[src/rtl/mipmap_box_downsample_core_assert.svh]
// Assertion macros for the mipmap box downsampler.
// Included by the top level; relies on no other file.
`ifndef MIPMAP_BOX_DOWNSAMPLE_CORE_ASSERT_SVH
`define MIPMAP_BOX_DOWNSAMPLE_CORE_ASSERT_SVH

// The condition must never hold outside reset.
`define MBD_ASSERT_NEVER(label, clk, rst, cond, msg) \
  label: assert property (@(posedge clk) disable iff (rst) !(cond)) else $error(msg);

// The antecedent in one cycle implies the consequent in the same cycle.
`define MBD_ASSERT_IMPLIES(label, clk, rst, ante, cons, msg) \
  label: assert property (@(posedge clk) disable iff (rst) (ante) |-> (cons)) \
    else $error(msg);

`endif

[src/rtl/mbd_pkg.sv]
// Shared types and constants of the mipmap box downsampler.
// Used by every RTL module; depends on nothing else.
`default_nettype none

package mbd_pkg;

  // Field widths fixed by the interface.
  localparam int COLOR_W = 8;
  localparam int CFG_W   = 11;
  localparam int LEVEL_W = 3;

  // Parameter defaults.
  localparam int DEF_MAX_WIDTH  = 1024;
  localparam int DEF_MAX_HEIGHT = 1024;
  localparam int DEF_MAX_LEVEL  = 7;

  // Register reset values.
  localparam logic [CFG_W-1:0]   RST_BASE_WIDTH  = CFG_W'(1024);
  localparam logic [CFG_W-1:0]   RST_BASE_HEIGHT = CFG_W'(1024);
  localparam logic [LEVEL_W-1:0] RST_LEVEL       = LEVEL_W'(1);

  // Configuration port: byte address width and register word indexes.
  localparam int ADDR_W = 4;
  localparam int DATA_W = 32;
  localparam logic [1:0] REG_BASE_WIDTH  = 2'd0;
  localparam logic [1:0] REG_BASE_HEIGHT = 2'd1;
  localparam logic [1:0] REG_LEVEL       = 2'd2;

  // Classified pixel handed from the front end to the back end.
  typedef struct packed {
    logic [COLOR_W-1:0] red;
    logic [COLOR_W-1:0] green;
    logic [COLOR_W-1:0] blue;
    logic               acc;   // add the stored partial sum
    logic               wr;    // write the new partial sum back
    logic               emit;  // block complete, produce a texel
    logic               last;  // final texel of the mip image
    logic [LEVEL_W-1:0] lv;    // effective mip level
  } cmd_t;

  // One finished texel.
  typedef struct packed {
    logic [COLOR_W-1:0] red;
    logic [COLOR_W-1:0] green;
    logic [COLOR_W-1:0] blue;
    logic               last;
  } res_t;

endpackage

`default_nettype wire

[src/rtl/mbd_fifo.sv]
// Two-entry queue used between the front and back ends and on the result side.
// Depends on mbd_pkg for its default width.
`default_nettype none

module mbd_fifo #(
  parameter int WIDTH = $bits(mbd_pkg::res_t)
) (
  input  logic             clk,
  input  logic             rst,
  input  logic             push,
  input  logic [WIDTH-1:0] wdata,
  output logic             full,
  input  logic             pop,
  output logic [WIDTH-1:0] rdata,
  output logic             empty
);
  import mbd_pkg::*;

  logic [WIDTH-1:0] slot [2];
  logic             wr_ptr;
  logic             rd_ptr;
  logic [1:0]       count;
  logic             push_ok;
  logic             pop_ok;

  // Status and head of queue.
  assign full    = (count == 2'd2);
  assign empty   = (count == 2'd0);
  assign push_ok = push && !full;
  assign pop_ok  = pop && !empty;
  assign rdata   = slot[rd_ptr];

  // Pointers and occupancy.
  always_ff @(posedge clk) begin
    if (rst) begin
      wr_ptr <= 1'b0;
      rd_ptr <= 1'b0;
      count  <= 2'd0;
    end else begin
      if (push_ok) begin
        wr_ptr <= !wr_ptr;
      end
      if (pop_ok) begin
        rd_ptr <= !rd_ptr;
      end
      if (push_ok && !pop_ok) begin
        count <= count + 2'd1;
      end else if (pop_ok && !push_ok) begin
        count <= count - 2'd1;
      end
    end
  end

  // Storage.
  always_ff @(posedge clk) begin
    if (push_ok) begin
      slot[wr_ptr] <= wdata;
    end
  end

endmodule

`default_nettype wire

[config.mk]
export PLATFORM = sky130hd
export DESIGN_NAME = mbd_fifo
export DESIGN_NICKNAME = d
export VERILOG_FILES = /design/src/rtl/mipmap_box_downsample_core_assert.svh /design/src/rtl/mbd_pkg.sv /design/src/rtl/mbd_fifo.sv
export SDC_FILE = /design/constraint.sdc
export NUM_CORES = 1
export LEC_CHECK = 0
export CORE_MARGIN = 2
export CORE_UTILIZATION = 50
export DETAILED_ROUTE_END_ITERATION = 10
export DONT_BUFFER_PORTS = 1
export PLACE_DENSITY = 0.68
export SLEW_MARGIN = 0
export SYNTH_ARGS = -nofsm -noshare
export SYNTH_HDL_FRONTEND = slang
export SYNTH_SLANG_ARGS = --single-unit
[constraint.sdc]
create_clock -name clk -period 1.5 [get_ports clk]
set_input_delay 0.3 -clock clk [delete_from_list [all_inputs] [get_ports clk]]
set_output_delay 0.3 -clock clk [all_outputs]
set_load 0.03 [all_outputs]
==> qor.csv, run 1 <==
stage,metric,value,unit
status,outcome,finished with violations,
status,violations,negative setup slack,
route,drtPass1Iterations,4,
yosys,yosys.area_share.simple,0.0229,
yosys,synth_top_cell_by_area,edfxtp_1,
clock_tree,cts_tree,yes,
worst_setup_path,cp_slowest_stage_delay,0.38,ns
timing,finalCriticalPeriod,1.53,ns
worst_setup_path,cp-end-kind,output port,
floorplanning,fp.dieH,67.5,um
worst_setup_path,crit_family,flip-flops,
clock_tree,cts_buffer_depth,2,
timing,rsz0062_at_grt,yes,
timing,finClkSkew,0.00407,ns
yosys,yosysWarnings,0,
route,wire_per_inst,18.4,um
worst_setup_path,crit_arrival,1.23,ns
yosys,netlist_area,2020,um2
yosys,synth_area_per_cell,19.6,um2
route,num_vias,887,
yosys,synth_area_leaders,"edfxtp_1, mux2_2, dfxtp_1",
yosys,synth_adder_area_share,0.00620,
yosys,syn_nets,133,
timing,holdWs,0.0515,ns
place,dp_hpwl,2070,um
worst_setup_path,slowest_stage,dfxtp_4,
floorplanning,die-area,4560,um2
route,route.antenna.remaining_nets,0,
global_routing,first_global_vias,935,
global_routing,antenna_found_initial,0,
timing,relSlewSlack,0.800,
floorplanning,io_pins,56,
worst_setup_path,cp.buffers_inverters,1,
cells_and_area,final_cells,168,
power_and_ir_drop,p_total,0.00466,W
hold_path,min-delay-start,rst,
clock_tree,cts_buffers,5,
clock_tree,postCtsHoldBufs,0,
yosys,synth.mux.area_fraction,0.139,
yosys,synth_top_family_by_area,multiplexers,
route,drcViolationCount,0,
clock_tree,clkLatencyLatePin,0.30,ns
cells_and_area,final_nets,147,
clock_tree,cts.htree.levels,2,
floorplanning,core_area,3940,um2
hold_path,whs_endpoint,count[0],
hold_path,min-delay-path-class,primary input to register,
worst_setup_path,reg2reg_slack,0.06,ns
cells_and_area,final_cell_mix,"edfxtp_1, mux2_4, clkbuf_8, buf_12",
run,maxCapViolations,0,
global_routing,grt_max_degree,19,
floorplanning,start_util,0.512,
place,dpl-instance-area,2200,um2
power_and_ir_drop,power_density,1900,nW/um2
timing,worst_slew_pin_slew,0.299,ns
timing,period_share,1.02,
power_and_ir_drop,p_leak,0.873,nW
worst_setup_path,cp_max_fo,15,
cells_and_area,areaGrowthSynthToFinish,21.5,%
worst_setup_path,criticalPathCategory,register to output port,
global_routing,grt.overflow.total,0,
worst_setup_path,r2r_end,count[1],
worst_setup_path,start_kind,register,
place,portBuffers,0,
cells_and_area,layout_commonest_cell,edfxtp_1,
place,placedCellCount,159,
clock_tree,cts_sinks,55,
power_and_ir_drop,ir_drop,1.19,mV
floorplanning,die_x,67.5,um
timing,setup_viol,20,
clock_tree,clkSlewWorstSetupHoldPaths,0.09,ns
global_routing,grt_pass1_wl,4670,um
worst_setup_path,ff2ff_path_depth,4,
cells_and_area,drive_gt1_frac,0.441,
worst_setup_path,critical_path_required,1.20,ns
route,wl,3100,um
route,via_per_inst,5.28,
yosys,ys_seq_elements,55,
timing,slew_viol_final,0,
timing,timing.final.ws_setup,-0.0279,ns
timing,maxClockFrequency,655,MHz
timing,hold_viol,0,
global_routing,grt_use_total,0.151,
place,finalWeightedCongestion,0.678,
yosys,yosysSeqAreaShare,0.794,
yosys,synth_cell_types,14,
yosys,synth-xor-area-share,0.0130,
cells_and_area,antenna_cells,0,
yosys,synth_compound_area_frac,0.0124,
yosys,synth_top_area_frac,0.744,
hold_path,min_path_cells,1,
worst_setup_path,r2r-start,count[0],
cells_and_area,fin_util,0.622,
worst_setup_path,crit_chain,buf_12 -> mux2_4,
floorplanning,fp-row-count,23,
cells_and_area,design_area,2450,um2
yosys,syn-instance-count,103,
route,drt_iter0_drc,43,
clock_tree,cts-root-buf,clkbuf_8,
-- report_power, final --
part	switching (W)	internal [W]	leakage (nW)
clock network	0.000452	0.000506	0.0587
logic	0.000967	0.000698	0.305
registers	0.0000988	0.00194	0.510
total	0.00152	0.00315	0.873
-- flip-flops by register name, summed over array words and instances (netlist names), named ones only --
register / count
slot: 50
count: 2
rd_ptr: 1
wr_ptr: 1
-- repair_timing --
action                                 CTS  global route
endpoints found under the hold margin    0             0
setup endpoints to repair               25            26
pin swaps                                0             0
buffers inserted                         0             0
cloned                                   1             0
gates resized for setup                 32             3
-- worst max path at each step --
stage	endpoint	slack, ns	cells past startpoint
2_1_floorplan	count[1]	-0.006	5
3_3_place_gp	slot[0][7]	0.12	4
3_5_place_dp	count[1]	0.06	5
4_1_cts	rdata[20]	-0.05	2
5_1_grt	rdata[20]	-0.09	2
6_report	rdata[20]	-0.03	2
-- cell type report --
type / instances / area [um2]
Tap cell: 50 / 62.6
Sequential cell: 55 / 1610
Inverter: 2 / 11.3
Multi-Input combinational cell: 43 / 512
Clock buffer: 5 / 68.8
Timing Repair Buffer: 10 / 141
Fill cell: 273 / 1490
Clock inverter: 3 / 47.5
-- layer usage --
| metal | part of all wire | up-vias | GRT usage |
|---|---|---|---|
| met4 | 0.0071 | 0 | 0.0689 |
| met3 | 0.10 | 2 | 0.0850 |
| met1 | 0.35 | 433 | 0.163 |
| li1 | - | 419 | - |
| met5 | 0 | - | 0 |
| met2 | 0.54 | 33 | 0.239 |
-- cell families (layout without fill, tap and decap cells) --
| kind of cell | count (synthesis) | count (layout) |
|---|---|---|
| AO/OA/AOI/OAI | 5 | 5 |
| XOR/XNOR | 3 | 3 |
| adder cells (fa/ha/maj) | 1 | 1 |
| buffers and inverters | 5 | 20 |
| flip-flops | 55 | 55 |
| multiplexers | 25 | 25 |
| AND/OR/NAND/NOR | 9 | 9 |
-- metrics by stage --
step | setup slack [ns] | setup TNS [ns]
2_1_floorplan | -0.00592 | -0.00592
3_3_place_gp | 0.116 | 0
3_5_place_dp | 0.0636 | 0
4_1_cts | -0.0513 | -0.865
5_1_grt | -0.0895 | -1.83
6_report | -0.0279 | -0.429
-- synthesized netlist by cell type --
library cell  instances
inv_1                 2
a21oi_1               2
dfxtp_1               5
edfxtp_1             50
nor2_1                5
nor2b_2               1
ha_1                  1
and2_1                1
xor2_1                3
mux2_2               25
buf_2                 2
or3_1                 2
buf_4                 1
o21ai_0               3
-- worst reg2reg max path: stages (launching register included) --
cell,delay [ns]
dfxtp_2,0.37
o21ai_1,0.27
ha_4,0.26
or3_1,0.34
a21oi_1,0.13
Note: power is estimated with default switching activity, not from simulation.
==> run 2, diff against run 1 <==
CORE_ASPECT_RATIO = 1.2   (was not set)
==> run 2 against run 1 <==
  * Fmax fell by 1.3%
  * The flow still finishes with violations (negative setup slack)
  * Clock-buffer cell count unchanged
  * Wire length grew 8.0%
  * Final cell count is 3.6% higher
  * Sequential power grew 2%
  * Worst setup slack worse by 0.021 ns
  * Cell area increased by 1.8%
  * Critical path depth is the same
  * Non-clock buffer count grew 2
  * Largest cell class unchanged
==> qor.csv, run 2 (same netlist as run 1, synthesis figures left out) <==
stage,metric,value,unit,change
status,outcome,finished with violations,,unchanged
status,violations,negative setup slack,,unchanged
place,finalWeightedCongestion,0.612,,was 0.678
cells_and_area,fin_util,0.638,,was 0.622
cells_and_area,max_flop_register,slot,,unchanged
worst_setup_path,cp_slowest_stage_delay,0.42,ns,was 0.38 ns
cells_and_area,drive_gt1_frac,0.467,,was 0.441
timing,worst_slew_pin_slew,0.209,ns,was 0.299 ns
cells_and_area,layout_commonest_cell,edfxtp_1,,unchanged
worst_setup_path,critical_path_required,1.20,ns,about the same
timing,finClkSkew,0.00365,ns,was 0.00407 ns
power_and_ir_drop,p_leak,0.890,nW,was 0.873 nW
route,wl,3350,um,was 3100 um
global_routing,grt.overflow.total,0,,unchanged
power_and_ir_drop,ir_drop,1.19,mV,about the same
timing,maxClockFrequency,646,MHz,was 655 MHz
hold_path,min-delay-path-class,primary input to register,,unchanged
cells_and_area,final_cells,174,,was 168
clock_tree,cts_tree,yes,,unchanged
power_and_ir_drop,p_total,0.00493,W,was 0.00466 W
clock_tree,cts_buffer_depth,2,,unchanged
run,maxCapViolations,0,,unchanged
global_routing,grt_use_total,0.162,,was 0.151
clock_tree,clkSlewWorstSetupHoldPaths,0.09,ns,about the same
clock_tree,clkLatencyLatePin,0.30,ns,about the same
place,portBuffers,0,,unchanged
worst_setup_path,crit_chain,buf_12 -> mux2_4,,unchanged
worst_setup_path,start_kind,register,,unchanged
place,dp_hpwl,2230,um,was 2070 um
timing,relSlewSlack,0.860,,was 0.800
worst_setup_path,criticalPathCategory,register to output port,,unchanged
timing,rsz0062_at_grt,yes,,unchanged
route,drtPass1Iterations,4,,unchanged
worst_setup_path,slowest_stage,dfxtp_4,,unchanged
route,route.antenna.remaining_nets,0,,unchanged
worst_setup_path,cp_max_fo,9,,was 15
worst_setup_path,cp-end-kind,output port,,unchanged
global_routing,antenna_found_initial,0,,unchanged
route,drcViolationCount,0,,unchanged
cells_and_area,areaGrowthSynthToFinish,23.7,%,was 21.5%
cells_and_area,final_nets,149,,was 147
floorplanning,io_pins,56,,unchanged
floorplanning,fp-row-count,25,,was 23
cells_and_area,antenna_cells,0,,unchanged
floorplanning,die_x,62.0,um,was 67.5 um
route,via_per_inst,5.29,,was 5.28
route,wire_per_inst,19.2,um,was 18.4 um
timing,hold_viol,0,,unchanged
clock_tree,cts.htree.levels,2,,unchanged
worst_setup_path,crit_arrival,1.25,ns,was 1.23 ns
floorplanning,core_area,3910,um2,was 3940 um2
global_routing,grt_max_degree,18,,was 19
route,num_vias,921,,was 887
floorplanning,die-area,4560,um2,about the same
route,drt_iter0_drc,20,,was 43
timing,period_share,1.03,,was 1.02
place,dpl-instance-area,2190,um2,was 2200 um2
cells_and_area,largestRegisters,"slot x50, count x2",,unchanged
clock_tree,cts_buffers,5,,unchanged
cells_and_area,largest_reg_flops,50,,unchanged
timing,slew_viol_final,0,,unchanged
timing,timing.final.ws_setup,-0.0485,ns,was -0.0279 ns
floorplanning,fp.dieH,73.6,um,was 67.5 um
cells_and_area,design_area,2500,um2,was 2450 um2
power_and_ir_drop,power_density,1970,nW/um2,was 1900 nW/um2
global_routing,first_global_vias,1029,,was 935
global_routing,grt_pass1_wl,5030,um,was 4670 um
clock_tree,cts_sinks,55,,unchanged
timing,setup_viol,50,,was 20
timing,finalCriticalPeriod,1.55,ns,was 1.53 ns
place,placedCellCount,163,,was 159
floorplanning,start_util,0.516,,was 0.512
place,place_ws,-0.00959,ns,was 0.0636 ns
clock_tree,cts-root-buf,clkbuf_8,,unchanged
cells_and_area,final_cell_mix,"edfxtp_1, mux2_4, buf_4, clkbuf_8, nor2_1",,"was edfxtp_1, mux2_4, clkbuf_8, buf_12"
run 2: cell count changes in the layout (fill, tap and decap cells not counted), sizes merged:
cell      previous run  this run
buf                 10        12
bufinv               1         2
clkinv               1         0
clkinvlp             1         2
inv                  2         1
run 2: final cells by class:
class                   count  area (um2)
multi-input cells          43         513
flip-flops and latches     55        1610
clock buffers               5        68.8
well taps                  54        67.6
clock inverters             3        67.6
repair buffers             12         155
fillers                   280        1410
inverters                   2        11.3
run 2: path summary, 6_finish.rpt:
check | start | endpoint | slack (ns) | depth (start not counted)
min | rst | count[1] | 0.05 | 1
max | register | rdata[17] | -0.05 | 2
max reg2reg | count[1] | slot[0][8] | -0.03 | 5
min reg2reg | rd_ptr | rd_ptr | 0.52 | 2
run 2: critical path: cells and delay by family (launching register included):
family	cells	cell delay [ns]
DFF	1	0.42
buffers and inverters	1	0.16
muxes	1	0.36
run 2: stage by stage:
stage | setup TNS [ns] | hold slack (ns)
floorplan | -0.00592 | 0.362
global placement | 0 | 0.364
detailed placement | -0.00959 | 0.365
CTS | -1.26 | 0.0381
global route | -3.15 | 0.0362
finish | -1.57 | 0.0466
run 2: where the power goes:
part	switching [W]	internal, W	total (W)
logic	0.000982	0.000759	0.00174
registers	0.000125	0.00195	0.00208
clock network	0.000444	0.000665	0.00111
total	0.00155	0.00338	0.00493
run 2: timing repair:
action / CTS / global route
resized for setup: 30 / 7
endpoints found under the setup margin: 26 / 26
pin swaps: 0 / 3
hold buffers: 0 / 0
buffers inserted: 0 / 2
cloned: 1 / 0
run 2: metal layers:
metal	wire [um]	global-route usage
met1	1110	0.156
met2	1930	0.301
met4	37	0.0496
met5	0	0
met3	272	0.0634
