$ cat config.mk
export PLATFORM = sky130hd
export DESIGN_NAME = mbd_front
export DESIGN_NICKNAME = d
export VERILOG_FILES = /design/src/rtl/mipmap_box_downsample_core_assert.svh /design/src/rtl/mbd_pkg.sv /design/src/rtl/mbd_front.sv
export SDC_FILE = /design/constraint.sdc
export NUM_CORES = 1
export LEC_CHECK = 0
export ABC_AREA = 1
export BUFFER_PORTS_ARGS = -buffer_cell sky130_fd_sc_hd__buf_2
export CORE_MARGIN = 8
export CORE_UTILIZATION = 40
export CTS_CLUSTER_SIZE = 40
export DETAILED_ROUTE_END_ITERATION = 6
export PLACE_DENSITY_LB_ADDON = 0.12
export SLEW_MARGIN = 0
export SYNTH_ARGS = -nofsm -noshare
export SYNTH_HDL_FRONTEND = slang
export SYNTH_SLANG_ARGS = --single-unit
export TNS_END_PERCENT = 20
$ cat constraint.sdc
create_clock -name clk -period 4 [get_ports clk]
set_clock_uncertainty 0.2 [all_clocks]
set_input_delay 0.2 -clock clk [delete_from_list [all_inputs] [get_ports clk]]
set_output_delay 0.2 -clock clk [all_outputs]
set_load 0.01 [all_outputs]
$ cat src/rtl/mipmap_box_downsample_core_assert.svh
// Assertion macros for the mipmap box downsampler.
// Included by the top level; relies on no other file.
`ifndef MIPMAP_BOX_DOWNSAMPLE_CORE_ASSERT_SVH
`define MIPMAP_BOX_DOWNSAMPLE_CORE_ASSERT_SVH

// The condition must never hold outside reset.
`define MBD_ASSERT_NEVER(label, clk, rst, cond, msg) \
  label: assert property (@(posedge clk) disable iff (rst) !(cond)) else $error(msg);

// The antecedent in one cycle implies the consequent in the same cycle.
`define MBD_ASSERT_IMPLIES(label, clk, rst, ante, cons, msg) \
  label: assert property (@(posedge clk) disable iff (rst) (ante) |-> (cons)) \
    else $error(msg);

`endif

$ cat src/rtl/mbd_pkg.sv
// Shared types and constants of the mipmap box downsampler.
// Used by every RTL module; depends on nothing else.
`default_nettype none

package mbd_pkg;

  // Field widths fixed by the interface.
  localparam int COLOR_W = 8;
  localparam int CFG_W   = 11;
  localparam int LEVEL_W = 3;

  // Parameter defaults.
  localparam int DEF_MAX_WIDTH  = 1024;
  localparam int DEF_MAX_HEIGHT = 1024;
  localparam int DEF_MAX_LEVEL  = 7;

  // Register reset values.
  localparam logic [CFG_W-1:0]   RST_BASE_WIDTH  = CFG_W'(1024);
  localparam logic [CFG_W-1:0]   RST_BASE_HEIGHT = CFG_W'(1024);
  localparam logic [LEVEL_W-1:0] RST_LEVEL       = LEVEL_W'(1);

  // Configuration port: byte address width and register word indexes.
  localparam int ADDR_W = 4;
  localparam int DATA_W = 32;
  localparam logic [1:0] REG_BASE_WIDTH  = 2'd0;
  localparam logic [1:0] REG_BASE_HEIGHT = 2'd1;
  localparam logic [1:0] REG_LEVEL       = 2'd2;

  // Classified pixel handed from the front end to the back end.
  typedef struct packed {
    logic [COLOR_W-1:0] red;
    logic [COLOR_W-1:0] green;
    logic [COLOR_W-1:0] blue;
    logic               acc;   // add the stored partial sum
    logic               wr;    // write the new partial sum back
    logic               emit;  // block complete, produce a texel
    logic               last;  // final texel of the mip image
    logic [LEVEL_W-1:0] lv;    // effective mip level
  } cmd_t;

  // One finished texel.
  typedef struct packed {
    logic [COLOR_W-1:0] red;
    logic [COLOR_W-1:0] green;
    logic [COLOR_W-1:0] blue;
    logic               last;
  } res_t;

endpackage

`default_nettype wire

$ cat src/rtl/mbd_front.sv
// Front end: tracks the raster position and classifies each accepted pixel.
// Depends on mbd_pkg.
`default_nettype none

module mbd_front #(
  parameter int MAX_WIDTH  = mbd_pkg::DEF_MAX_WIDTH,
  parameter int MAX_HEIGHT = mbd_pkg::DEF_MAX_HEIGHT,
  parameter int MAX_LEVEL  = mbd_pkg::DEF_MAX_LEVEL,
  parameter int IDX_W      = 9
) (
  input  logic                         clk,
  input  logic                         rst,
  input  logic                         accept,
  input  logic [mbd_pkg::COLOR_W-1:0]  red,
  input  logic [mbd_pkg::COLOR_W-1:0]  green,
  input  logic [mbd_pkg::COLOR_W-1:0]  blue,
  input  logic [mbd_pkg::CFG_W-1:0]    base_width,
  input  logic [mbd_pkg::CFG_W-1:0]    base_height,
  input  logic [mbd_pkg::LEVEL_W-1:0]  level,
  input  logic                         cfg_wr,
  output mbd_pkg::cmd_t                cmd,
  output logic [IDX_W-1:0]             idx
);
  import mbd_pkg::*;

  localparam int POS_W = $clog2(MAX_WIDTH);
  localparam int ROW_W = $clog2(MAX_HEIGHT);
  localparam int WD_W  = $clog2(MAX_WIDTH + 1);
  localparam int HT_W  = $clog2(MAX_HEIGHT + 1);

  logic [POS_W-1:0]   col_pos;
  logic [POS_W-1:0]   col_pos_next;
  logic [ROW_W-1:0]   row_pos;
  logic [ROW_W-1:0]   row_pos_next;
  logic [WD_W-1:0]    w;
  logic [HT_W-1:0]    h;
  logic [LEVEL_W-1:0] lv;
  logic [WD_W-1:0]    out_w;
  logic [HT_W-1:0]    out_h;
  logic [POS_W-1:0]   tx;
  logic [ROW_W-1:0]   ty;
  logic [POS_W-1:0]   xmask;
  logic [ROW_W-1:0]   ymask;
  logic               in_range;
  logic               blk_first;
  logic               blk_last;

  // Clamp the image size and level to what the block supports.
  always_comb begin
    if (base_width == '0) begin
      w = WD_W'(1);
    end else if (32'(base_width) > 32'(MAX_WIDTH)) begin
      w = WD_W'(MAX_WIDTH);
    end else begin
      w = WD_W'(base_width);
    end
    if (base_height == '0) begin
      h = HT_W'(1);
    end else if (32'(base_height) > 32'(MAX_HEIGHT)) begin
      h = HT_W'(MAX_HEIGHT);
    end else begin
      h = HT_W'(base_height);
    end
    if (32'(level) > 32'(MAX_LEVEL)) begin
      lv = LEVEL_W'(MAX_LEVEL);
    end else begin
      lv = level;
    end
  end

  // Block geometry of the current pixel.
  always_comb begin
    for (int i = 0; i < POS_W; i++) begin
      xmask[i] = (i < int'(lv));
    end
    for (int i = 0; i < ROW_W; i++) begin
      ymask[i] = (i < int'(lv));
    end
    out_w     = w >> lv;
    out_h     = h >> lv;
    tx        = col_pos >> lv;
    ty        = row_pos >> lv;
    in_range  = (32'(tx) < 32'(out_w)) && (32'(ty) < 32'(out_h));
    blk_first = ((col_pos & xmask) == '0) && ((row_pos & ymask) == '0);
    blk_last  = ((col_pos & xmask) == xmask) && ((row_pos & ymask) == ymask);
  end

  // Classification handed to the back end.
  always_comb begin
    cmd.red   = red;
    cmd.green = green;
    cmd.blue  = blue;
    cmd.wr    = in_range && (lv != '0);
    cmd.acc   = in_range && (lv != '0) && !blk_first;
    cmd.emit  = in_range && blk_last;
    cmd.last  = (32'(tx) + 32'd1 == 32'(out_w)) && (32'(ty) + 32'd1 == 32'(out_h));
    cmd.lv    = lv;
    idx       = in_range ? IDX_W'(tx) : '0;
  end

  // Raster position of the next pixel.
  always_comb begin
    col_pos_next = col_pos;
    row_pos_next = row_pos;
    if (cfg_wr) begin
      col_pos_next = '0;
      row_pos_next = '0;
    end else if (accept) begin
      if (32'(col_pos) + 32'd1 >= 32'(w)) begin
        col_pos_next = '0;
        if (32'(row_pos) + 32'd1 >= 32'(h)) begin
          row_pos_next = '0;
        end else begin
          row_pos_next = row_pos + ROW_W'(1);
        end
      end else begin
        col_pos_next = col_pos + POS_W'(1);
      end
    end
  end

  always_ff @(posedge clk) begin
    if (rst) begin
      col_pos <= '0;
      row_pos <= '0;
    end else begin
      col_pos <= col_pos_next;
      row_pos <= row_pos_next;
    end
  end

endmodule

`default_nettype wire

==> flow_summary_export.csv, run 1 <==
group,metric,value,unit
final_layout,fill_cells,1326,
timing,fin_tns_setup,0,ns
critical_path,startpoint_type,"input pin",
power_and_ir_drop,p_total,0.9123,mW
critical_path,crit_path_cell_trace,"buf_2 -> nor2_1 -> nand2_1 -> nor2_1 -> nand2_1 -> nand2_1 -> nand3_1 -> nand3_1 -> nand2_1 -> nand2_1 -> nand2_1 -> ha_1 -> a21oi_1 -> o21ai_0 -> a221oi_1 -> nand2_4 -> nor2_1 -> buf_2",
final_layout,fin_cells,1041,
yosys,syn-cell-area,0.004916,sq mm
place,place_inst,1037,
grt,grt_pass1_wl,26.27,mm
die,rows,40,
critical_path,cp_max_fo,18,
yosys,syn_avg_cell_area,5.517,sq um
timing,final.min_clock_period,3.556,ns
place,gp_congestion,0.8730,
power_and_ir_drop,vdd_drop_max,0.1693,mV
timing,max_slew_margin,54.45,%
die,start_util,40.93,%
die,die_height,126.9,um
timing,worst_pin_slew,0.6807,ns
detailed_routing,drt_pass1_iterations,5,
cts,cts_tree,"done",
yosys,synth_nets,990,
detailed_routing,post_drt_wl_per_cell,15.00,um
critical_path,critPathRequiredTime,3.60,ns
cts,cts_made_buffers,3,
place,hpwlAfterDp,12.77,mm
timing,rsz0062_at_grt,"false",
critical_path,r2r_setup_slack,0.59,ns
power_and_ir_drop,p_leak,2.594,nW
critical_path,rr_worst_depth,13,
final_layout,fin_area,0.005146,sq mm
cts,hold_buffers,0,
detailed_routing,viasPerCell,5.344,
cts,clock_sinks,20,
yosys,synth_seq_cells,20,
job,maxCapViolations,0,
power_and_ir_drop,clkPwrFrac,30.7,%
power_and_ir_drop,power_density,177.3,mW/mm^2
final_layout,fin_nets,994,
power_and_ir_drop,pwr-share-comb,47.2,%
critical_path,critPathMaxStageDelay,0.54,ns
critical_path,crit_end,"idx[8]",
detailed_routing,drtAntennaViolNets,0,
outcome,status,"finished, final reports clean",
final_layout,antenna_cells,0,
yosys,syn_inst,891,
die,die_w,126.9,um
grt,grt_max_degree,42,
cts,worstSkewPairLatency,0.26,ns
cts,path_clk_slew,0.06,ns
timing,final-setup-viol-count,0,
grt,grtUsageTotal,19.59,%
power_and_ir_drop,net-switching-power,0.3716,mW
critical_path,regToRegEndpoint,"row_pos[5]$_SDFFE_PP0P_",
critical_path,startpoint,"base_height[2]",
final_layout,final_common_cell,"nand2_1",
critical_path,rr_startpoint,"col_pos[2]$_SDFFE_PP0P_",
final_layout,layout_common_cells,"304 x nand2_1, 142 x nand3_1, 82 x inv_1, 68 x nor2_1, 46 x ha_1",
timing,fmax,281.2,MHz
critical_path,critPathArrivalTime,3.16,ns
timing,hold_viol,0,
die,coreArea,0.01201,sq mm
yosys,yosysUniqueCellTypes,46,
detailed_routing,vias,5563,
critical_path,crit_path_end_kind,"output port",
grt,grt_overflow,0,
final_layout,syn2layout_area_growth,4.683,%
grt,grt_pass1_vias,5245,
place,io_buffer_count,44,
critical_path,worstSetupPathType,"in -> out",
timing,period_share,88.90,%
final_layout,drive_gt1_share,11.41,%
die,ioPinCount,93,
cts,cts-root-buf,"clkbuf_16",
critical_path,cpMostUsedCell,"nand2_1",
detailed_routing,drc,0,
detailed_routing,wirelength,15.62,mm
yosys,yosys_warnings,0,
yosys,yosysSeqAreaShare,8.145,%
hold_path,hp-class,"in -> reg",
yosys,synth_edf_count,0,
grt,antenna_found_initial,0,
yosys,synthArstFlopShare,0,%
cts,cts_max_level,1,
power_and_ir_drop,netSwitchingFraction,40.73,%
cts,ctsLongestPathBuffers,2,
power_and_ir_drop,internal-power,0.5407,mW
detailed_routing,drt_iter0_drc,385,
die,die_area,0.01609,sq mm
critical_path,slowest_stage,"a221oi_1",
place,place_area,0.005029,sq mm
timing,maxSlewViolCount,0,
power_and_ir_drop,p_seq_share,22.1,%
yosys,synth-main-ff-cell,"dfxtp_1",
## worst max-delay path, delay by kind of cell
kind                       cells  cell delay [ns]
adders and majority gates      1             0.29
AOI/OAI and AO/OA              3             0.83
buffers and inverters          2             0.25
and+or+nand+nor               12             1.57
## through the flow
step	hold slack (ns)	utilization, %	setup WS, ns
after floorplan	0.1478	-	0.9371
after global placement	0.2001	41.86	0.2825
after detailed placement	0.2001	41.86	0.2674
after CTS	0.01639	42.74	0.2482
after global routing	0.03679	42.84	0.01429
final	0.01417	42.84	0.4441
## cell type report
type / count / area (sq um) / share of cell area [%]
Sequential cell: 20 / 400.4 / 7.780
Tap cell: 147 / 183.9 / 3.574
Clock buffer: 3 / 75.07 / 1.459
Clock inverter: 1 / 30.03 / 0.5835
Timing Repair Buffer: 55 / 315.3 / 6.127
Inverter: 88 / 332.8 / 6.467
Multi-Input combinational cell: 727 / 3809 / 74.01
## cell usage after synthesis, drive strengths merged (2+ instances only)
cell       n  area [sq um]
nand2    315          1207
nand3    144         730.7
inv       86         325.3
nor2      83         392.9
buf       48         356.6
ha        46         575.6
a21oi     43         237.7
o21ai     32         171.4
dfxtp     20         400.4
xor2      17         148.9
nand4     10         62.56
clkbuf     8         30.03
nor3       8         40.04
nand3b     3         22.52
o2111ai    3         26.28
o211ai     3         22.52
or2        3         18.77
a211oi     2         20.02
a31oi      2         12.51
clkinv     2         7.510
nor4       2         12.51
xnor2      2         17.52
## per-layer routing
metal / global-route usage, % / up-vias / routed length, um
li1: - / 2902 / -
met1: 25.81 / 2504 / 7367
met2: 33.26 / 142 / 7328
met3: 2.639 / 15 / 732
met4: 3.849 / 0 / 192
met5: 0 / - / 0
## worst min-delay path by stage
stage            start                 endpoint  slack (ns)  cells past startpoint
2_1_floorplan   accept  col_pos[0]$_SDFFE_PP0P_        0.15                      2
3_3_place_gp   blue[4]                  cmd[11]        0.20                      0
3_5_place_dp   blue[4]                  cmd[11]        0.20                      0
4_1_cts         accept  col_pos[0]$_SDFFE_PP0P_        0.02                      3
5_1_grt         accept  col_pos[0]$_SDFFE_PP0P_        0.04                      3
6_report        accept  col_pos[0]$_SDFFE_PP0P_        0.01                      3
## kinds of logic (layout without fill, tap and decap cells)
family	count (synthesis)	count (layout)	share of synthesized area, %
compound gates	90	90	10.94
xor+xnor	19	19	3.385
fa+ha+maj	46	46	11.71
buf+inv	144	147	14.63
flops	20	20	8.144
simple gates	572	572	51.18
## power groups by stage
stage               logic, mW  clock network (mW)  registers [mW]
floorplan               0.332                   0           0.205
global placement        0.428                   0           0.206
detailed placement      0.427                   0           0.206
CTS                     0.428               0.285           0.201
global route            0.491               0.298           0.201
finish                  0.431               0.280           0.201
## repair_timing
| item | 4_1_cts | 5_1_grt |
|---|---|---|
| gates resized for setup | 0 | 4 |
| endpoints found under the setup margin | 0 | 12 |
| buffers inserted | 0 | 0 |
## state kept, by name, indices dropped and copies added (netlist names)
signal and cells:
col_pos 10, row_pos 10
(Power assumes the default switching activity.)
==> inputs of run 2 (changes only) <==
--- a/config.mk
+++ b/config.mk
@@ -12,6 +12,7 @@
 export CTS_CLUSTER_SIZE = 40
 export DETAILED_ROUTE_END_ITERATION = 6
 export PLACE_DENSITY_LB_ADDON = 0.12
+export SKIP_LAST_GASP = 1
 export SLEW_MARGIN = 0
 export SYNTH_ARGS = -nofsm -noshare
 export SYNTH_HDL_FRONTEND = slang
==> constraint.sdc (replaced) <==
create_clock -name clk -period 4.55 [get_ports clk]
set_clock_uncertainty 0.2 [all_clocks]
set_input_delay 0.2275 -clock clk [delete_from_list [all_inputs] [get_ports clk]]
set_output_delay 0.2275 -clock clk [all_outputs]
set_load 0.01 [all_outputs]
==> flow_summary_export.csv, run 2 (synthesized netlist as in run 1, its figures left out) <==
group,metric,value,unit
critical_path,critPathTopFamily,"simple AND/OR/NAND/NOR gates",
detailed_routing,wirelength,15.74,mm
timing,fmax,252.3,MHz
critical_path,regToRegEndpoint,"row_pos[2]$_SDFFE_PP0P_",
detailed_routing,drtAntennaViolNets,0,
critical_path,cpMostUsedCell,"nand2_1",
place,gp_congestion,0.9138,
power_and_ir_drop,vdd_drop_max,0.1183,mV
power_and_ir_drop,power_density,156.8,mW/mm^2
final_layout,syn2layout_area_growth,3.716,%
critical_path,slowest_stage,"a221oi_1",
detailed_routing,vias,5461,
final_layout,final_common_cell,"nand2_1",
critical_path,crit_path_end_kind,"output port",
timing,hold_viol,0,
die,start_util,40.93,%
final_layout,layout_common_cells,"305 x nand2_1, 142 x nand3_1, 82 x inv_1, 68 x nor2_1, 46 x ha_1",
hold_path,min_from,"accept",
final_layout,drive_gt1_share,11.00,%
place,io_buffer_count,44,
critical_path,worst-path-buf-inv,2,
die,rows,40,
timing,setup_ws,0.5867,ns
hold_path,hp-class,"in -> reg",
die,coreArea,0.01201,sq mm
hold_path,hold_depth,3,
cts,ctsLongestPathBuffers,2,
grt,grt_pass1_vias,5189,
grt,grt_max_degree,42,
timing,period_share,87.11,%
cts,cts-root-buf,"clkbuf_16",
detailed_routing,drc,0,
final_layout,fill_cells,1365,
grt,grt_overflow,0,
critical_path,r2r_setup_slack,0.62,ns
critical_path,startpoint_type,"input pin",
critical_path,critPathMaxStageDelay,0.53,ns
die,die_height,126.9,um
critical_path,crit_path_cell_trace,"buf_2 -> nor2_1 -> nand2_1 -> nor2_1 -> nand2_1 -> nand2_1 -> nand3_1 -> nand2_1 -> nand2_1 -> nand3_1 -> nand2_1 -> ha_1 -> a21oi_1 -> o21ai_0 -> a221oi_1 -> nand2_1 -> nor2_1 -> buf_2",
final_layout,reg_top3,"col_pos x10, row_pos x10",
final_layout,fin_nets,991,
place,hpwlAfterDp,12.92,mm
critical_path,rr_startpoint,"col_pos[1]$_SDFFE_PP0P_",
cts,cts_max_level,1,
timing,final.min_clock_period,3.963,ns
die,ioPinCount,93,
cts,post_cts_resize_count,0,
cts,hold_buffers,0,
critical_path,cp_max_fo,24,
cts,worstSkewPairLatency,0.26,ns
detailed_routing,drt_iter0_drc,454,
final_layout,fin_cells,1038,
timing,worst_pin_slew,0.7254,ns
grt,grt_pass1_wl,26.08,mm
critical_path,worstSetupPathType,"in -> out",
critical_path,critPathArrivalTime,3.54,ns
hold_path,min_to,"col_pos[0]$_SDFFE_PP0P_",
power_and_ir_drop,p_leak,2.571,nW
detailed_routing,post_drt_wl_per_cell,15.16,um
detailed_routing,viasPerCell,5.261,
timing,maxSlewViolCount,0,
critical_path,rr_worst_depth,14,
cts,cts_tree,"done",
cts,cts_made_buffers,3,
job,maxCapViolations,0,
place,place_ws,0.5995,ns
critical_path,critPathRequiredTime,4.12,ns
timing,max_slew_margin,51.03,%
timing,fin_tns_setup,0,ns
grt,antenna_found_initial,0,
timing,rsz0062_at_grt,"false",
power_and_ir_drop,p_total,0.7994,mW
cts,post_cts_buffers,0,
cts,clock_sinks,20,
timing,final-setup-viol-count,0,
die,die_w,126.9,um
outcome,status,"finished, final reports clean",
cts,path_clk_slew,0.06,ns
place,place_inst,1034,
final_layout,antenna_cells,0,
die,die_area,0.01609,sq mm
detailed_routing,drt_pass1_iterations,6,
grt,grtUsageTotal,19.60,%
[run 2: routing by layer]
| layer | vias to the layer above | track usage (%) | wire, um |
|---|---|---|---|
| met2 | 137 | 33.82 | 7261 |
| met1 | 2413 | 25.89 | 7610 |
| met5 | - | 0 | 0 |
| met3 | 16 | 2.011 | 651 |
| li1 | 2895 | - | - |
| met4 | 0 | 3.499 | 216 |
[run 2: stage by stage]
| step | utilization, % | hold WS (ns) | area (sq um) |
|---|---|---|---|
| after floorplan | - | 0.1753 | 4916 |
| after global routing | 42.45 | 0.05940 | 5099 |
| after CTS | 42.45 | 0.04876 | 5099 |
| after detailed placement | 41.57 | 0.2551 | 4994 |
| final | 42.45 | 0.05054 | 5099 |
| after global placement | 41.57 | 0.2551 | 4994 |
[run 2: worst max-delay path by stage]
stage                                   end                     from  cells after the start  slack, ns
floorplan           row_pos[2]$_SDFFE_PP0P_  col_pos[2]$_SDFFE_PP0P_                     13       1.49
global placement                     cmd[4]           base_height[2]                     18       0.57
detailed placement                   idx[6]           base_height[3]                     18       0.60
CTS                                  idx[6]           base_height[2]                     18       0.59
global route                         idx[1]           base_height[6]                     18       0.12
finish                               idx[1]           base_height[4]                     18       0.59
[run 2: worst min-delay path, cell delays in order]
cell	delay, ns
buf_2	0.11
nand2_1	0.06
a21oi_1	0.06
[run 2: report_power, final]
| group | total (mW) | switching [mW] | internal (mW) |
|---|---|---|---|
| clock network | 0.249 | 0.0743 | 0.175 |
| registers | 0.177 | 0.00123 | 0.176 |
| logic | 0.373 | 0.252 | 0.121 |
| total | 0.799 | 0.327 | 0.472 |
[run 2: layout make-up]
class,count,area (sq um),area share [%]
multi-input combinational,727,3796,74.45
inverter,88,332.8,6.528
timing repair buffer,52,280.3,5.497
clock inverter,1,30.03,0.5890
tap,147,183.9,3.607
clock buffer,3,75.07,1.472
sequential,20,400.4,7.853
==> inputs of run 3 (changes only) <==
--- a/config.mk
+++ b/config.mk
@@ -6,11 +6,11 @@
 export NUM_CORES = 1
 export LEC_CHECK = 0
 export ABC_AREA = 1
-export BUFFER_PORTS_ARGS = -buffer_cell sky130_fd_sc_hd__buf_2
 export CORE_MARGIN = 8
 export CORE_UTILIZATION = 40
 export CTS_CLUSTER_SIZE = 40
 export DETAILED_ROUTE_END_ITERATION = 6
+export DONT_BUFFER_PORTS = 1
 export PLACE_DENSITY_LB_ADDON = 0.12
 export SKIP_LAST_GASP = 1
 export SLEW_MARGIN = 0
==> constraint.sdc (replaced) <==
create_clock -name clk -period 4.1 [get_ports clk]
set_clock_uncertainty 0.2 [all_clocks]
set_input_delay 0.205 -clock clk [delete_from_list [all_inputs] [get_ports clk]]
set_output_delay 0.205 -clock clk [all_outputs]
set_load 0.01 [all_outputs]
==> flow_summary_export.csv, run 3 (synthesized netlist as in run 1, its figures left out) <==
group,metric,value,unit
power_and_ir_drop,p_seq_share,23.4,%
grt,grt_pass1_wl,26.28,mm
grt,grtUsageTotal,19.62,%
power_and_ir_drop,pwr-share-comb,43.5,%
grt,grt_pass1_vias,5246,
detailed_routing,drc,0,
critical_path,rr_worst_depth,12,
critical_path,critPathRequiredTime,3.69,ns
timing,period_share,91.07,%
power_and_ir_drop,internal-power,0.5052,mW
hold_path,hold_depth,3,
critical_path,regToRegEndpoint,"row_pos[2]$_SDFFE_PP0P_",
hold_path,min_to,"row_pos[2]$_SDFFE_PP0P_",
hold_path,min_from,"accept",
detailed_routing,post_drt_wl_per_cell,15.91,um
power_and_ir_drop,netSwitchingFraction,39.61,%
timing,final.min_clock_period,3.734,ns
critical_path,startpoint_type,"input pin",
final_layout,syn2layout_area_growth,-1.324,%
place,hpwlAfterDp,12.74,mm
timing,fmax,267.8,MHz
grt,grt_max_degree,43,
cts,cts-root-buf,"clkbuf_16",
detailed_routing,wl_met2,7.341,mm
timing,rsz0062_at_grt,"true",
cts,cts_max_level,1,
cts,cts_made_buffers,3,
timing,maxSlewViolCount,0,
power_and_ir_drop,vdd_drop_max,0.1309,mV
timing,setup_ws,0.3660,ns
cts,worstSkewPairLatency,0.26,ns
timing,hold_viol,0,
timing,final-setup-viol-count,0,
cts,post_cts_resize_count,0,
detailed_routing,viasPerCell,5.605,
die,die_area,0.01609,sq mm
cts,path_clk_slew,0.06,ns
detailed_routing,drt_iter0_drc,474,
timing,max_slew_margin,54.08,%
die,die_w,126.9,um
die,ioPinCount,93,
power_and_ir_drop,p_total,0.8367,mW
final_layout,multi_input_comb_area,0.003796,sq mm
detailed_routing,highest_layer,"met4",
hold_path,hp-class,"in -> reg",
final_layout,antenna_cells,0,
detailed_routing,drt_pass1_iterations,7,
cts,cts_tree,"done",
final_layout,regArea,400.4,sq um
power_and_ir_drop,clkPwrFrac,33.0,%
critical_path,r2r_setup_slack,0.43,ns
final_layout,fin_nets,943,
cts,ctsLongestPathBuffers,2,
power_and_ir_drop,p_leak,2.363,nW
power_and_ir_drop,power_density,172.5,mW/mm^2
die,start_util,40.93,%
final_layout,fin_area,0.004851,sq mm
outcome,status,"finished, final reports clean",
final_layout,final_util,40.39,%
grt,antenna_found_initial,0,
timing,worst_pin_slew,0.6862,ns
cts,clock_sinks,20,
final_layout,fill_cells,1354,
job,maxCapViolations,0,
die,die_height,126.9,um
die,rows,40,
place,gp_congestion,0.9327,
critical_path,rr_startpoint,"col_pos[2]$_SDFFE_PP0P_",
place,io_buffer_count,0,
place,place_ws,0.4029,ns
final_layout,final_common_cell,"nand2_1",
critical_path,critPathArrivalTime,3.33,ns
critical_path,worstSetupPathType,"in -> out",
detailed_routing,wl_met1,7.169,mm
detailed_routing,wl_met3,1.036,mm
final_layout,layout_common_cells,"305 x nand2_1, 142 x nand3_1, 82 x inv_1, 68 x nor2_1, 46 x ha_1",
critical_path,crit_path_end_kind,"output port",
detailed_routing,vias,5549,
grt,grt_overflow,0,
place,place_area,0.004736,sq mm
cts,post_cts_buffers,0,
critical_path,cp_max_fo,19,
final_layout,drive_gt1_share,5.813,%
timing,fin_tns_setup,0,ns
final_layout,reg_top3,"col_pos x10, row_pos x10",
detailed_routing,wirelength,15.75,mm
detailed_routing,drtAntennaViolNets,0,
power_and_ir_drop,net-switching-power,0.3315,mW
die,coreArea,0.01201,sq mm
run 3: cell count changes in the layout (fill, tap and decap cells not counted):
cell,previous run,this run
buf_2,44,0
buf_4,8,3
dlygate4sd3_1,0,1
run 3: final cells by class:
class	instances	area share [%]
Tap cell	147	3.792
Multi-Input combinational cell	727	78.26
Sequential cell	20	8.254
Timing Repair Buffer	4	0.6706
Clock buffer	3	1.548
Inverter	88	6.861
Clock inverter	1	0.6190
run 3: critical path, stage by stage:
cell	delay, ns
nor2_1	0.09
nand2_1	0.09
nor2_1	0.12
nand2_1	0.08
nand2_2	0.30
nand3_1	0.19
nand2_1	0.11
nand2_1	0.07
nand3_1	0.14
nand2_1	0.09
ha_1	0.30
a21oi_1	0.13
o21ai_0	0.11
a21oi_1	0.18
nor2_1	0.06
nor2_1	0.09
o21ai_0	0.08
nand3_1	0.07
nand2_1	0.05
nand2_1	0.05
nand2_1	0.05
nand2_1	0.09
nand2_1	0.27
nor2_1	0.34
run 3: how the worst max path moves through the flow:
stage                                  from                       to  slack, ns  cells past startpoint
floorplan           col_pos[2]$_SDFFE_PP0P_  row_pos[2]$_SDFFE_PP0P_       1.04                     13
global placement              base_width[2]                   cmd[4]       0.47                     24
detailed placement            base_width[2]                   cmd[4]       0.40                     24
CTS                           base_width[2]                   cmd[4]       0.38                     24
global route                  base_width[0]                   idx[7]      -0.05                     24
finish                        base_width[0]                   cmd[4]       0.37                     24
run 3: repair_timing:
| item | 4_1_cts | 5_1_grt |
|---|---|---|
| setup endpoints to repair | 0 | 6 |
| hold buffers | 1 | 0 |
| endpoints found under the hold margin | 1 | 0 |
run 3: metrics by stage:
stage	instances	hold slack, ns
floorplan	891	0.1528
global placement	985	0.1651
detailed placement	985	0.1800
CTS	990	0.01837
global route	990	0.06487
finish	990	0.02522
run 3: routing by layer:
metal	track usage, %	vias up
met5	0	-
met4	3.429	0
met3	3.226	21
met2	33.51	203
met1	25.50	2528
li1	-	2797
run 3: power groups by stage:
| stage | Clock [mW] | Sequential (mW) | Combinational [mW] |
|---|---|---|---|
| 5_1_grt | 0.291 | 0.196 | 0.415 |
| 3_5_place_dp | 0 | 0.201 | 0.359 |
| 2_1_floorplan | 0 | 0.200 | 0.324 |
| 3_3_place_gp | 0 | 0.200 | 0.355 |
| 6_report | 0.276 | 0.196 | 0.364 |
| 4_1_cts | 0.281 | 0.196 | 0.362 |
